`src/hdl/dpfa_pkg.sv`:
```
// shared types and constants of the detector packet frame assembler
`default_nettype none
package dpfa_pkg;

  // frame geometry
  localparam int unsigned PACKETS_PER_FRAME = 128;
  localparam int unsigned BYTES_PER_PACKET  = 8192;

  localparam logic [7:0]  PKT_LIMIT   = 8'(PACKETS_PER_FRAME);
  localparam logic [7:0]  PKT_FINAL   = 8'(PACKETS_PER_FRAME - 1);
  localparam logic [19:0] PKT_BYTES   = 20'(BYTES_PER_PACKET);
  localparam logic [7:0]  COUNT_MAX   = 8'hFF;

  // request queue between front and back
  localparam int unsigned QUEUE_DEPTH = 2;
  localparam int unsigned QPTR_W      = (QUEUE_DEPTH > 1) ? $clog2(QUEUE_DEPTH) : 1;
  localparam int unsigned QCNT_W      = $clog2(QUEUE_DEPTH + 1);

  // configuration register indexes
  localparam int unsigned CFG_INDEX_W = 1;
  localparam logic [CFG_INDEX_W-1:0] REG_MODULE_NUMBER     = 1'd0;
  localparam logic [CFG_INDEX_W-1:0] REG_FORWARD_MIN_PULSE = 1'd1;
  localparam logic [63:0] FORWARD_MIN_PULSE_RESET = 64'd10;

  // result kinds
  typedef enum logic [1:0] {
    KIND_PLACE = 2'd0,
    KIND_DONE  = 2'd1,
    KIND_ERROR = 2'd2
  } kind_t;

  // back-end sequencer over the results of one request
  typedef enum logic [1:0] {
    BS_FIRST = 2'd0,
    BS_MAIN  = 2'd1,
    BS_POST  = 2'd2
  } back_state_t;

  // one classified request: optional close, placement or error, optional close
  typedef struct packed {
    logic        pre_close;
    logic [63:0] pre_pulse;
    logic [63:0] pre_frame;
    logic [31:0] pre_debug;
    logic [7:0]  pre_count;
    logic        pre_forward;
    kind_t       main_kind;
    logic [19:0] main_offset;
    logic [63:0] main_pulse;
    logic [63:0] main_frame;
    logic [31:0] main_debug;
    logic [7:0]  main_count;
    logic        post_close;
    logic        post_forward;
  } queue_entry_t;

  // one result as held in the output register
  typedef struct packed {
    kind_t       kind;
    logic [19:0] write_offset;
    logic [63:0] pulse_tag;
    logic [63:0] frame_seq;
    logic [31:0] debug_info;
    logic [31:0] module_tag;
    logic [7:0]  packets_received;
    logic        forward;
    logic        last;
  } result_t;

endpackage
`default_nettype wire

```
`src/hdl/dpfa_if.sv`:
```
// valid/ready channel interfaces for packet headers and results
`default_nettype none
interface dpfa_header_if;
  logic        valid;
  logic        ready;
  logic [63:0] bunch_id;
  logic [7:0]  packet_number;
  logic [63:0] frame_number;
  logic [31:0] debug_word;

  modport source (output valid, output bunch_id, output packet_number,
                  output frame_number, output debug_word, input ready);
  modport sink   (input valid, input bunch_id, input packet_number,
                  input frame_number, input debug_word, output ready);
endinterface

interface dpfa_result_if;
  logic        valid;
  logic        ready;
  logic [1:0]  kind;
  logic [19:0] write_offset;
  logic [63:0] pulse_tag;
  logic [63:0] frame_seq;
  logic [31:0] debug_info;
  logic [31:0] module_tag;
  logic [7:0]  packets_received;
  logic        forward;
  logic        last;

  modport source (output valid, output kind, output write_offset, output pulse_tag,
                  output frame_seq, output debug_info, output module_tag,
                  output packets_received, output forward, output last,
                  input ready);
  modport sink   (input valid, input kind, input write_offset, input pulse_tag,
                  input frame_seq, input debug_info, input module_tag,
                  input packets_received, input forward, input last,
                  output ready);
endinterface
`default_nettype wire

```
`src/hdl/dpfa_front.sv`:
```
// front end: accepts packet headers, tracks the open frame, classifies requests
`default_nettype none
module dpfa_front
  import dpfa_pkg::*;
(
  input  wire logic         clk,
  input  wire logic         rst,
  dpfa_header_if.sink       header,
  input  wire logic [63:0]  forward_min_pulse,
  input  wire logic         full,
  output logic              push,
  output queue_entry_t      entry
);

  logic [63:0] current_bunch, current_bunch_next;
  logic        frame_open, frame_open_next;
  logic [63:0] open_pulse, open_pulse_next;
  logic [63:0] open_frame_number, open_frame_number_next;
  logic [31:0] open_debug_word, open_debug_word_next;
  logic [7:0]  packet_count, packet_count_next;

  logic bunch_change;
  logic still_open;
  logic bad_index;

  // request accepted whenever the queue has room
  assign header.ready = !full;
  assign push         = header.valid && !full;

  // classify the header and work out the frame state after it
  always_comb begin
    bunch_change = header.bunch_id != current_bunch;
    still_open   = frame_open && !bunch_change;
    bad_index    = header.packet_number >= PKT_LIMIT;

    current_bunch_next     = header.bunch_id;
    frame_open_next        = still_open;
    open_pulse_next        = open_pulse;
    open_frame_number_next = open_frame_number;
    open_debug_word_next   = open_debug_word;
    packet_count_next      = packet_count;

    entry.pre_close   = bunch_change && frame_open;
    entry.pre_pulse   = open_pulse;
    entry.pre_frame   = open_frame_number;
    entry.pre_debug   = open_debug_word;
    entry.pre_count   = packet_count;
    entry.pre_forward = open_pulse > forward_min_pulse;

    if (bad_index) begin
      entry.main_kind   = KIND_ERROR;
      entry.main_offset = '0;
      entry.main_pulse  = header.bunch_id;
      entry.main_frame  = header.frame_number;
      entry.main_debug  = header.debug_word;
      entry.main_count  = packet_count;
      entry.post_close  = 1'b0;
    end else begin
      // open a new frame when none survives the bunch check
      if (!still_open) begin
        open_pulse_next        = header.bunch_id;
        open_frame_number_next = header.frame_number;
        open_debug_word_next   = header.debug_word;
        packet_count_next      = '0;
      end
      if (packet_count_next != COUNT_MAX) begin
        packet_count_next = packet_count_next + 8'd1;
      end
      entry.main_kind   = KIND_PLACE;
      entry.main_offset = PKT_BYTES * 20'(header.packet_number);
      entry.main_pulse  = open_pulse_next;
      entry.main_frame  = open_frame_number_next;
      entry.main_debug  = open_debug_word_next;
      entry.main_count  = packet_count_next;
      entry.post_close  = header.packet_number == PKT_FINAL;
      frame_open_next   = !entry.post_close;
    end
    entry.post_forward = entry.main_pulse > forward_min_pulse;
  end

  // frame state registers
  always_ff @(posedge clk) begin
    if (rst) begin
      current_bunch     <= '0;
      frame_open        <= 1'b0;
      open_pulse        <= '0;
      open_frame_number <= '0;
      open_debug_word   <= '0;
      packet_count      <= '0;
    end else if (push) begin
      current_bunch     <= current_bunch_next;
      frame_open        <= frame_open_next;
      open_pulse        <= open_pulse_next;
      open_frame_number <= open_frame_number_next;
      open_debug_word   <= open_debug_word_next;
      packet_count      <= packet_count_next;
    end
  end

endmodule
`default_nettype wire

```
`src/hdl/dpfa_queue.sv`:
```
// short request queue between the front and back ends
`default_nettype none
module dpfa_queue
  import dpfa_pkg::*;
(
  input  wire logic         clk,
  input  wire logic         rst,
  input  wire logic         push,
  input  wire queue_entry_t push_entry,
  input  wire logic         pop,
  output queue_entry_t      head,
  output logic              empty,
  output logic              full
);

  localparam logic [QPTR_W-1:0] PTR_LAST = QPTR_W'(QUEUE_DEPTH - 1);
  localparam logic [QCNT_W-1:0] CNT_FULL = QCNT_W'(QUEUE_DEPTH);

  queue_entry_t      slots [QUEUE_DEPTH];
  logic [QPTR_W-1:0] wr_ptr, rd_ptr;
  logic [QCNT_W-1:0] count;

  assign empty = count == '0;
  assign full  = count == CNT_FULL;
  assign head  = slots[rd_ptr];

  // storage
  always_ff @(posedge clk) begin
    if (push) begin
      slots[wr_ptr] <= push_entry;
    end
  end

  // pointers and fill count
  always_ff @(posedge clk) begin
    if (rst) begin
      wr_ptr <= '0;
      rd_ptr <= '0;
      count  <= '0;
    end else begin
      if (push) begin
        wr_ptr <= (wr_ptr == PTR_LAST) ? '0 : wr_ptr + QPTR_W'(1);
      end
      if (pop) begin
        rd_ptr <= (rd_ptr == PTR_LAST) ? '0 : rd_ptr + QPTR_W'(1);
      end
      if (push && !pop) begin
        count <= count + QCNT_W'(1);
      end else if (pop && !push) begin
        count <= count - QCNT_W'(1);
      end
    end
  end

`ifndef ASSERT_OFF
  a_no_push_full: assert property (@(posedge clk) disable iff (rst) push |-> !full)
    else $error("request pushed into a full queue");
  a_no_pop_empty: assert property (@(posedge clk) disable iff (rst) pop |-> !empty)
    else $error("request popped from an empty queue");
`endif

endmodule
`default_nettype wire

```
`src/hdl/dpfa_back.sv`:
```
// back end: expands each request into its results behind an output register
`default_nettype none
module dpfa_back
  import dpfa_pkg::*;
(
  input  wire logic         clk,
  input  wire logic         rst,
  input  wire queue_entry_t head,
  input  wire logic         empty,
  input  wire logic [31:0]  module_number,
  output logic              pop,
  dpfa_result_if.source     result
);

  back_state_t state, state_next;
  result_t     out_reg, out_next;
  logic        out_valid;
  logic        load;

  // output register takes the next result of a queued request when empty or being drained
  assign load = !empty && (!out_valid || result.ready);

  // next state
  always_comb begin
    state_next = state;
    if (load) begin
      unique case (state)
        BS_FIRST: begin
          if (head.pre_close) begin
            state_next = BS_MAIN;
          end else if (head.post_close) begin
            state_next = BS_POST;
          end else begin
            state_next = BS_FIRST;
          end
        end
        BS_MAIN: state_next = head.post_close ? BS_POST : BS_FIRST;
        BS_POST: state_next = BS_FIRST;
        default: state_next = BS_FIRST;
      endcase
    end
  end

  // result selection for the current step
  always_comb begin
    out_next.kind             = head.main_kind;
    out_next.write_offset     = head.main_offset;
    out_next.pulse_tag        = head.main_pulse;
    out_next.frame_seq        = head.main_frame;
    out_next.debug_info       = head.main_debug;
    out_next.module_tag       = module_number;
    out_next.packets_received = head.main_count;
    out_next.forward          = 1'b0;
    out_next.last             = !head.post_close;
    unique case (state)
      BS_FIRST: begin
        if (head.pre_close) begin
          out_next.kind             = KIND_DONE;
          out_next.write_offset     = '0;
          out_next.pulse_tag        = head.pre_pulse;
          out_next.frame_seq        = head.pre_frame;
          out_next.debug_info       = head.pre_debug;
          out_next.packets_received = head.pre_count;
          out_next.forward          = head.pre_forward;
          out_next.last             = 1'b0;
        end
      end
      BS_MAIN: begin
      end
      BS_POST: begin
        out_next.kind         = KIND_DONE;
        out_next.write_offset = '0;
        out_next.forward      = head.post_forward;
        out_next.last         = 1'b1;
      end
      default: begin
      end
    endcase
    pop = load && out_next.last;
  end

  // sequencer state
  always_ff @(posedge clk) begin
    if (rst) begin
      state <= BS_FIRST;
    end else begin
      state <= state_next;
    end
  end

  // output register
  always_ff @(posedge clk) begin
    if (rst) begin
      out_valid <= 1'b0;
    end else if (load) begin
      out_valid <= 1'b1;
    end else if (result.ready) begin
      out_valid <= 1'b0;
    end
  end

  always_ff @(posedge clk) begin
    if (load) begin
      out_reg <= out_next;
    end
  end

  assign result.valid            = out_valid;
  assign result.kind             = out_reg.kind;
  assign result.write_offset     = out_reg.write_offset;
  assign result.pulse_tag        = out_reg.pulse_tag;
  assign result.frame_seq        = out_reg.frame_seq;
  assign result.debug_info       = out_reg.debug_info;
  assign result.module_tag       = out_reg.module_tag;
  assign result.packets_received = out_reg.packets_received;
  assign result.forward          = out_reg.forward;
  assign result.last             = out_reg.last;

`ifndef ASSERT_OFF
  a_mid_request_has_head: assert property (@(posedge clk) disable iff (rst)
      (state != BS_FIRST) |-> !empty)
    else $error("sequencer left mid-request with no request queued");
  a_error_clean: assert property (@(posedge clk) disable iff (rst)
      (result.valid && result.kind == KIND_ERROR) |->
      (result.write_offset == '0 && !result.forward))
    else $error("error result carries offset or forward flag");
  a_place_then_done: assert property (@(posedge clk) disable iff (rst)
      (result.valid && result.ready && result.kind == KIND_PLACE && !result.last) |=>
      (result.valid && result.kind == KIND_DONE))
    else $error("final-packet close did not follow its placement");
`endif

endmodule
`default_nettype wire

```
`src/hdl/detector_packet_frame_assembler_top.sv`:
```
// top level of the detector packet frame assembler
// The assembler takes one packet header per cycle on the header channel and
// returns one to three results per header on the result channel: a close of
// the open frame when the bunch id changes, then a payload placement or a
// packet index error, then a close when the packet is the last of its frame.
// The front end accepts a header every cycle while its two-request queue has
// room; the back end sends one result per cycle from its output register
// while the result channel is ready, and a header's first result is presented
// after passing the request queue and the output register. The user writes
// configuration through cfg_write/cfg_index/cfg_data while idle, unchecked by the block.
`default_nettype none
module detector_packet_frame_assembler_top
  import dpfa_pkg::*;
(
  input  wire logic                   clk,
  input  wire logic                   rst,
  dpfa_header_if.sink                 header,
  dpfa_result_if.source               result,
  input  wire logic                   cfg_write,
  input  wire logic [CFG_INDEX_W-1:0] cfg_index,
  input  wire logic [63:0]            cfg_data
);

  logic [31:0]  module_number;
  logic [63:0]  forward_min_pulse;
  logic         push, pop, empty, full;
  queue_entry_t push_entry, head;

  // configuration registers
  always_ff @(posedge clk) begin
    if (rst) begin
      module_number     <= '0;
      forward_min_pulse <= FORWARD_MIN_PULSE_RESET;
    end else if (cfg_write) begin
      unique case (cfg_index)
        REG_MODULE_NUMBER:     module_number     <= cfg_data[31:0];
        REG_FORWARD_MIN_PULSE: forward_min_pulse <= cfg_data;
        default: begin
        end
      endcase
    end
  end

  dpfa_front u_front (
    .clk               (clk),
    .rst               (rst),
    .header            (header),
    .forward_min_pulse (forward_min_pulse),
    .full              (full),
    .push              (push),
    .entry             (push_entry)
  );

  dpfa_queue u_queue (
    .clk        (clk),
    .rst        (rst),
    .push       (push),
    .push_entry (push_entry),
    .pop        (pop),
    .head       (head),
    .empty      (empty),
    .full       (full)
  );

  dpfa_back u_back (
    .clk           (clk),
    .rst           (rst),
    .head          (head),
    .empty         (empty),
    .module_number (module_number),
    .pop           (pop),
    .result        (result)
  );

endmodule
`default_nettype wire
```
`src/flat_wrapper.sv`:
```
// flat-port wrapper written by rule: the top's interface ports become plain ports
module detector_packet_frame_assembler_top_flat import dpfa_pkg::*;
  (clk, rst, cfg_write, cfg_index, cfg_data, header_valid, header_bunch_id, header_packet_number, header_frame_number, header_debug_word, header_ready, result_valid, result_kind, result_write_offset, result_pulse_tag, result_frame_seq, result_debug_info, result_module_tag, result_packets_received, result_forward, result_last, result_ready);
  dpfa_header_if header_i ();
  dpfa_result_if result_i ();
  input  wire logic clk;
  input  wire logic rst;
  input  wire logic cfg_write;
  input  wire logic [CFG_INDEX_W-1:0] cfg_index;
  input  wire logic [63:0] cfg_data;
  input wire logic [$bits(header_i.valid)-1:0] header_valid;
  input wire logic [$bits(header_i.bunch_id)-1:0] header_bunch_id;
  input wire logic [$bits(header_i.packet_number)-1:0] header_packet_number;
  input wire logic [$bits(header_i.frame_number)-1:0] header_frame_number;
  input wire logic [$bits(header_i.debug_word)-1:0] header_debug_word;
  output wire logic [$bits(header_i.ready)-1:0] header_ready;
  output wire logic [$bits(result_i.valid)-1:0] result_valid;
  output wire logic [$bits(result_i.kind)-1:0] result_kind;
  output wire logic [$bits(result_i.write_offset)-1:0] result_write_offset;
  output wire logic [$bits(result_i.pulse_tag)-1:0] result_pulse_tag;
  output wire logic [$bits(result_i.frame_seq)-1:0] result_frame_seq;
  output wire logic [$bits(result_i.debug_info)-1:0] result_debug_info;
  output wire logic [$bits(result_i.module_tag)-1:0] result_module_tag;
  output wire logic [$bits(result_i.packets_received)-1:0] result_packets_received;
  output wire logic [$bits(result_i.forward)-1:0] result_forward;
  output wire logic [$bits(result_i.last)-1:0] result_last;
  input wire logic [$bits(result_i.ready)-1:0] result_ready;
  assign header_i.valid = header_valid;
  assign header_i.bunch_id = header_bunch_id;
  assign header_i.packet_number = header_packet_number;
  assign header_i.frame_number = header_frame_number;
  assign header_i.debug_word = header_debug_word;
  assign header_ready = header_i.ready;
  assign result_valid = result_i.valid;
  assign result_kind = result_i.kind;
  assign result_write_offset = result_i.write_offset;
  assign result_pulse_tag = result_i.pulse_tag;
  assign result_frame_seq = result_i.frame_seq;
  assign result_debug_info = result_i.debug_info;
  assign result_module_tag = result_i.module_tag;
  assign result_packets_received = result_i.packets_received;
  assign result_forward = result_i.forward;
  assign result_last = result_i.last;
  assign result_i.ready = result_ready;
  detector_packet_frame_assembler_top u_core (.clk(clk), .rst(rst), .header(header_i), .result(result_i), .cfg_write(cfg_write), .cfg_index(cfg_index), .cfg_data(cfg_data));
endmodule
```
`config.mk`:
```
export PLATFORM = sky130hd
export DESIGN_NAME = detector_packet_frame_assembler_top_flat
export DESIGN_NICKNAME = d
export VERILOG_FILES = /design/src/hdl/dpfa_pkg.sv /design/src/hdl/dpfa_if.sv /design/src/hdl/dpfa_front.sv /design/src/hdl/dpfa_queue.sv /design/src/hdl/dpfa_back.sv /design/src/hdl/detector_packet_frame_assembler_top.sv /design/src/flat_wrapper.sv
export SDC_FILE = /design/constraint.sdc
export NUM_CORES = 2
export LEC_CHECK = 0
export BUFFER_PORTS_ARGS = -buffer_cell sky130_fd_sc_hd__buf_4
export CAP_MARGIN = 25
export CORE_MARGIN = 5
export CORE_UTILIZATION = 52
export CTS_CLUSTER_SIZE = 16
export DETAILED_ROUTE_END_ITERATION = 10
export PLACE_DENSITY = 0.67
export SETUP_SLACK_MARGIN = 0.15
export SLEW_MARGIN = 30
export SYNTH_ARGS = -nofsm -noshare
export SYNTH_HDL_FRONTEND = slang
export SYNTH_HIERARCHICAL = 1
export SYNTH_SLANG_ARGS = --single-unit
```
`constraint.sdc`:
```
create_clock -name clk -period 21.1 [get_ports clk]
set_input_delay 1.055 -clock clk [delete_from_list [all_inputs] [get_ports clk]]
set_output_delay 1.055 -clock clk [all_outputs]
set_load 0.02 [all_outputs]
```
==> flow_results.xml <==
<?xml version="1.0" encoding="UTF-8"?>
<metrics>
  <group name="clock_tree">
    <metric name="insertion_delay" unit="ns">0.72</metric>
    <metric name="cts_setup_buffers" unit="">0</metric>
    <metric name="cts_buffers" unit="">137</metric>
    <metric name="root_buffer_cell" unit="">sky130_fd_sc_hd__clkbuf_16</metric>
    <metric name="max-clock-path-buffers" unit="">3</metric>
    <metric name="cts_tree" unit="">built</metric>
    <metric name="postCtsResizedCells" unit="">0</metric>
    <metric name="cts_sinks" unit="">1285</metric>
    <metric name="htreeDepth" unit="">4</metric>
    <metric name="hold_buffers" unit="">0</metric>
    <metric name="clk_pin_slew" unit="ns">0.06</metric>
  </group>
  <group name="timing">
    <metric name="relSlewSlack" unit="">0.295</metric>
    <metric name="final_max_slew_viol_count" unit="">0</metric>
    <metric name="max_freq" unit="MHz">151</metric>
    <metric name="tightestPinTransition" unit="ns">1.06</metric>
    <metric name="hold_slack" unit="ns">0.430</metric>
    <metric name="final.min_clock_period" unit="ns">6.60</metric>
    <metric name="share_of_the_clock_period_used_by_the_worst_path_after_layout" unit="">0.313</metric>
    <metric name="setup_tns" unit="ns">0</metric>
    <metric name="worst_clk_skew" unit="ns">0.0263</metric>
    <metric name="hold_violations" unit="">0</metric>
    <metric name="finalSetupViolCount" unit="">0</metric>
    <metric name="worst_slack" unit="ns">14.50</metric>
    <metric name="rsz_0062_raised_after_global_routing" unit="">no</metric>
  </group>
  <group name="yosys">
    <metric name="postSynth.asyncResetShare" unit="">0</metric>
    <metric name="synth_ff_type" unit="">sky130_fd_sc_hd__edfxtp_1</metric>
    <metric name="synth_enable_flop_cells" unit="">948</metric>
    <metric name="synth.area.top_cells" unit="">sky130_fd_sc_hd__edfxtp_1 52%, sky130_fd_sc_hd__dfxtp_1 12%, sky130_fd_sc_hd__mux2_4 7.1%</metric>
    <metric name="synthDistinctLibCells" unit="">74</metric>
    <metric name="synth.cell_area" unit="mm²">0.0547</metric>
    <metric name="synth_top_area_cell" unit="">sky130_fd_sc_hd__edfxtp_1</metric>
    <metric name="yosys_warnings" unit="">6</metric>
    <metric name="area_share_of_the_leading_cell_type_in_the_synthesized_netlist" unit="">0.520</metric>
    <metric name="synth-seq-area-share" unit="">0.644</metric>
    <metric name="synth_seq_cells" unit="">1285</metric>
    <metric name="netlist_instances" unit="">3572</metric>
    <metric name="synth_area_per_cell" unit="µm²">15.3</metric>
  </group>
  <group name="power_and_ir_drop">
    <metric name="power.density_cell_area" unit="mW/mm²">132</metric>
    <metric name="irDropWorstVdd" unit="mV">0.125</metric>
    <metric name="total_leakage_power" unit="nW">24.3</metric>
  </group>
  <group name="floorplanning">
    <metric name="die_y" unit="µm">334</metric>
    <metric name="initial_utilization" unit="">0.522</metric>
    <metric name="die-width" unit="µm">334</metric>
    <metric name="floorplan.die_area" unit="mm²">0.112</metric>
    <metric name="placementRows" unit="">119</metric>
    <metric name="coreArea" unit="mm²">0.105</metric>
    <metric name="io_pins" unit="">464</metric>
  </group>
  <group name="route">
    <metric name="remaining_drc_errors" unit="">0</metric>
    <metric name="detailedRoute.firstPassIterationCount" unit="">5</metric>
    <metric name="detail_route.wl_per_cell" unit="µm">22.0</metric>
    <metric name="met3_wirelength" unit="µm">7070</metric>
    <metric name="wl_met2" unit="µm">58400</metric>
    <metric name="route.vias.total" unit="">30038</metric>
    <metric name="highest-signal-layer" unit="">met5</metric>
    <metric name="drtAntennaViolNets" unit="">0</metric>
    <metric name="initial_drt_markers" unit="">1865</metric>
    <metric name="route.layer.met1.wl" unit="µm">52700</metric>
    <metric name="drt-total-wl" unit="µm">122000</metric>
    <metric name="routed_via_density" unit="">5.42</metric>
  </group>
  <group name="critical_path">
    <metric name="type_of_destination_of_the_critical_path" unit="">register</metric>
    <metric name="endpoint_of_the_worst_register_to_register_path" unit="">u_core/u_queue/slots[0][0]</metric>
    <metric name="timing.setup.critical_path_class" unit="">input port to register</metric>
    <metric name="timing.critical_path.from_type" unit="">input port</metric>
    <metric name="worstReg2RegStart" unit="">u_core/u_front/current_bunch[12]</metric>
    <metric name="cp.required" unit="ns">21.57</metric>
    <metric name="worst_setup_path_endpoint" unit="">u_core/u_queue/slots[0][0]</metric>
    <metric name="cp-startpoint" unit="">header_bunch_id[12]</metric>
    <metric name="r2r.worst_path.cells" unit="">15</metric>
    <metric name="r2r_slack" unit="ns">14.62</metric>
    <metric name="critPathMaxFanout" unit="">89</metric>
    <metric name="worst-endpoint-arrival" unit="ns">7.07</metric>
  </group>
  <group name="grt">
    <metric name="vias_in_the_first_global_route" unit="">30476</metric>
    <metric name="grt_first_pass_wirelength" unit="µm">184000</metric>
    <metric name="grt_use_total" unit="">0.213</metric>
    <metric name="grt.overflow.total" unit="">0</metric>
    <metric name="largest_net_degree_at_the_start_of_global_routing" unit="">172</metric>
    <metric name="grt_antenna_before_repair" unit="">19</metric>
  </group>
  <group name="job">
    <metric name="drv_cap" unit="">0</metric>
  </group>
  <group name="placed_design">
    <metric name="dp.final_hpwl" unit="µm">76600</metric>
    <metric name="detailedPlace.worstSlack" unit="ns">13.74</metric>
    <metric name="gpl.final_weighted_congestion" unit="">0.856</metric>
    <metric name="placed_cell_area" unit="mm²">0.0592</metric>
    <metric name="buffer_ports.inserted" unit="">463</metric>
  </group>
  <group name="layout">
    <metric name="post-route-cell-area" unit="mm²">0.0638</metric>
    <metric name="flow.area_growth_from_synthesis" unit="%">16.6</metric>
    <metric name="layout.core_utilization" unit="">0.608</metric>
    <metric name="drive_gt1_frac" unit="">0.321</metric>
    <metric name="design.final.nets" unit="">4396</metric>
  </group>
  <group name="outcome">
    <metric name="run_status" unit="">finished, final reports clean</metric>
  </group>
  <group name="worst_hold_path">
    <metric name="hold_path.class" unit="">register to register</metric>
  </group>
</metrics>
-- cell usage in the layout, fill, tap and decap left out, drive strengths merged, types with 9 or more instances in the layout --
cell type and n:
nor2 198, nand4 24, nor3 10, xor2 66, dfxtp 337, a21oi 152, a21bo 32, and3 12
inv 83, mux2i 222, ha 130, nor4 22, clkbuf 195, nand2b 96, nand3 59, buf 497
a21o 10, mux2 692, diode 9, nand2 153, edfxtp 948, and2 26, nor2b 18, o21ai 26
conb 14, clkinv 40
-- where the power goes --
part	total [mW]	switching, mW	internal [mW]	leakage (nW)
clock	2.36	0.963	1.40	2.19
combinational	2.40	1.31	1.09	10.3
sequential	3.65	0.208	3.44	11.8
total	8.41	2.48	5.93	24.3
-- cell type report --
type                    count  area (µm²)
fillers                  8103       41000
flip-flops and latches   1285       35200
multi-input cells        2029       18100
clock buffers             195        3970
repair buffers            497        3900
well taps                1391        1740
clock inverters            59         539
inverters                  78         293
diodes                      9        22.5
-- cells by family (layout without fill, tap and decap cells) --
logic type	count (synthesis)	after routing	share of synthesized area
AND/OR/NAND/NOR	630	630	0.0557
buffers and inverters	271	829	0.0275
AO/OA/AOI/OAI	273	273	0.0315
adder cells (fa/ha/maj)	130	130	0.0297
XOR/XNOR	68	68	0.0109
multiplexers	914	914	0.201
flip-flops	1285	1285	0.644
other	1	23	0.0000685
-- critical path, cell delays in order --
cell                      delay (ns)
sky130_fd_sc_hd__buf_4          0.13
sky130_fd_sc_hd__xor2_1         0.15
sky130_fd_sc_hd__nor4_1         0.69
sky130_fd_sc_hd__nand4_1        0.27
sky130_fd_sc_hd__nor4_4         0.66
sky130_fd_sc_hd__and2_0         0.74
sky130_fd_sc_hd__nand2_8        0.70
sky130_fd_sc_hd__buf_4          0.67
sky130_fd_sc_hd__mux2_2         0.42
sky130_fd_sc_hd__ha_1           0.29
sky130_fd_sc_hd__a21o_1         0.18
sky130_fd_sc_hd__a21oi_1        0.14
sky130_fd_sc_hd__nor2_1         0.05
sky130_fd_sc_hd__nor4_1         0.49
sky130_fd_sc_hd__o31ai_1        0.14
sky130_fd_sc_hd__o211a_1        0.24
-- worst min-delay path by stage --
| stage | slack [ns] | startpoint | end | cells after the start |
|---|---|---|---|---|
| after floorplan | 0.41 | u_core/module_number[0] | u_core/u_back/result.module_tag[0] | 0 |
| after global placement | 0.41 | u_core/module_number[29] | u_core/u_back/result.module_tag[29] | 0 |
| after detailed placement | 0.42 | u_core/module_number[19] | u_core/u_back/result.module_tag[19] | 0 |
| after CTS | 0.43 | u_core/module_number[26] | u_core/u_back/result.module_tag[26] | 0 |
| after global routing | 0.44 | u_core/module_number[19] | u_core/u_back/result.module_tag[19] | 0 |
| final | 0.43 | u_core/module_number[1] | u_core/u_back/result.module_tag[1] | 0 |
-- through the flow --
step | std cells | power (mW)
2_1_floorplan | 3585 | 5.46
4_1_cts | 5532 | 8.52
6_report | 5543 | 8.41
3_3_place_gp | 5276 | 6.10
5_1_grt | 5537 | 8.79
3_5_place_dp | 5278 | 6.13
-- sequential cells by signal (all words and copies together), names as in the netlist, 2 cells and up, named ones only --
register	count
u_core/u_back/result.module_tag	32
u_core/u_front/open_debug_word	32
u_core/forward_min_pulse	64
u_core/u_front/current_bunch	64
u_core/u_back/result.frame_seq	64
u_core/u_front/open_pulse	64
u_core/u_queue/slots	724
u_core/u_back/state	2
u_core/u_back/result.debug_info	32
u_core/u_front/open_frame_number	64
u_core/module_number	32
u_core/u_back/result.write_offset	20
u_core/u_back/result.pulse_tag	64
u_core/u_back/result.kind	2
u_core/u_front/packet_count	8
u_core/u_queue/count	2
u_core/u_back/result.packets_received	8
-- synth_stat cells, types with 5 or more instances --
cell type / instances
sky130_fd_sc_hd__and3_1: 12
sky130_fd_sc_hd__a2111oi_0: 5
sky130_fd_sc_hd__nand4_1: 24
sky130_fd_sc_hd__inv_1: 77
sky130_fd_sc_hd__nor2_1: 198
sky130_fd_sc_hd__dfxtp_1: 337
sky130_fd_sc_hd__o21ai_0: 24
sky130_fd_sc_hd__o21a_1: 5
sky130_fd_sc_hd__mux2_1: 100
sky130_fd_sc_hd__a21oi_1: 152
sky130_fd_sc_hd__buf_6: 36
sky130_fd_sc_hd__mux2_4: 260
sky130_fd_sc_hd__edfxtp_1: 948
sky130_fd_sc_hd__mux2_2: 332
sky130_fd_sc_hd__and2_1: 25
sky130_fd_sc_hd__nor4_1: 21
sky130_fd_sc_hd__buf_2: 56
sky130_fd_sc_hd__a21bo_2: 21
sky130_fd_sc_hd__ha_1: 130
sky130_fd_sc_hd__clkbuf_1: 60
sky130_fd_sc_hd__a21o_1: 10
sky130_fd_sc_hd__nor3_1: 10
sky130_fd_sc_hd__nor2b_1: 17
sky130_fd_sc_hd__xor2_1: 66
sky130_fd_sc_hd__nand2_1: 151
sky130_fd_sc_hd__a21bo_1: 11
sky130_fd_sc_hd__nand3_1: 59
sky130_fd_sc_hd__buf_1: 6
sky130_fd_sc_hd__buf_4: 32
sky130_fd_sc_hd__nand2b_1: 96
sky130_fd_sc_hd__mux2i_1: 222
-- per-layer routing --
metal	GRT usage	vias to the layer above
met2	0.347	713
met4	0.0713	16
met1	0.286	14990
li1	-	14112
met3	0.0494	207
met5	0	-
Note: power is estimated with default switching activity, not from simulation.
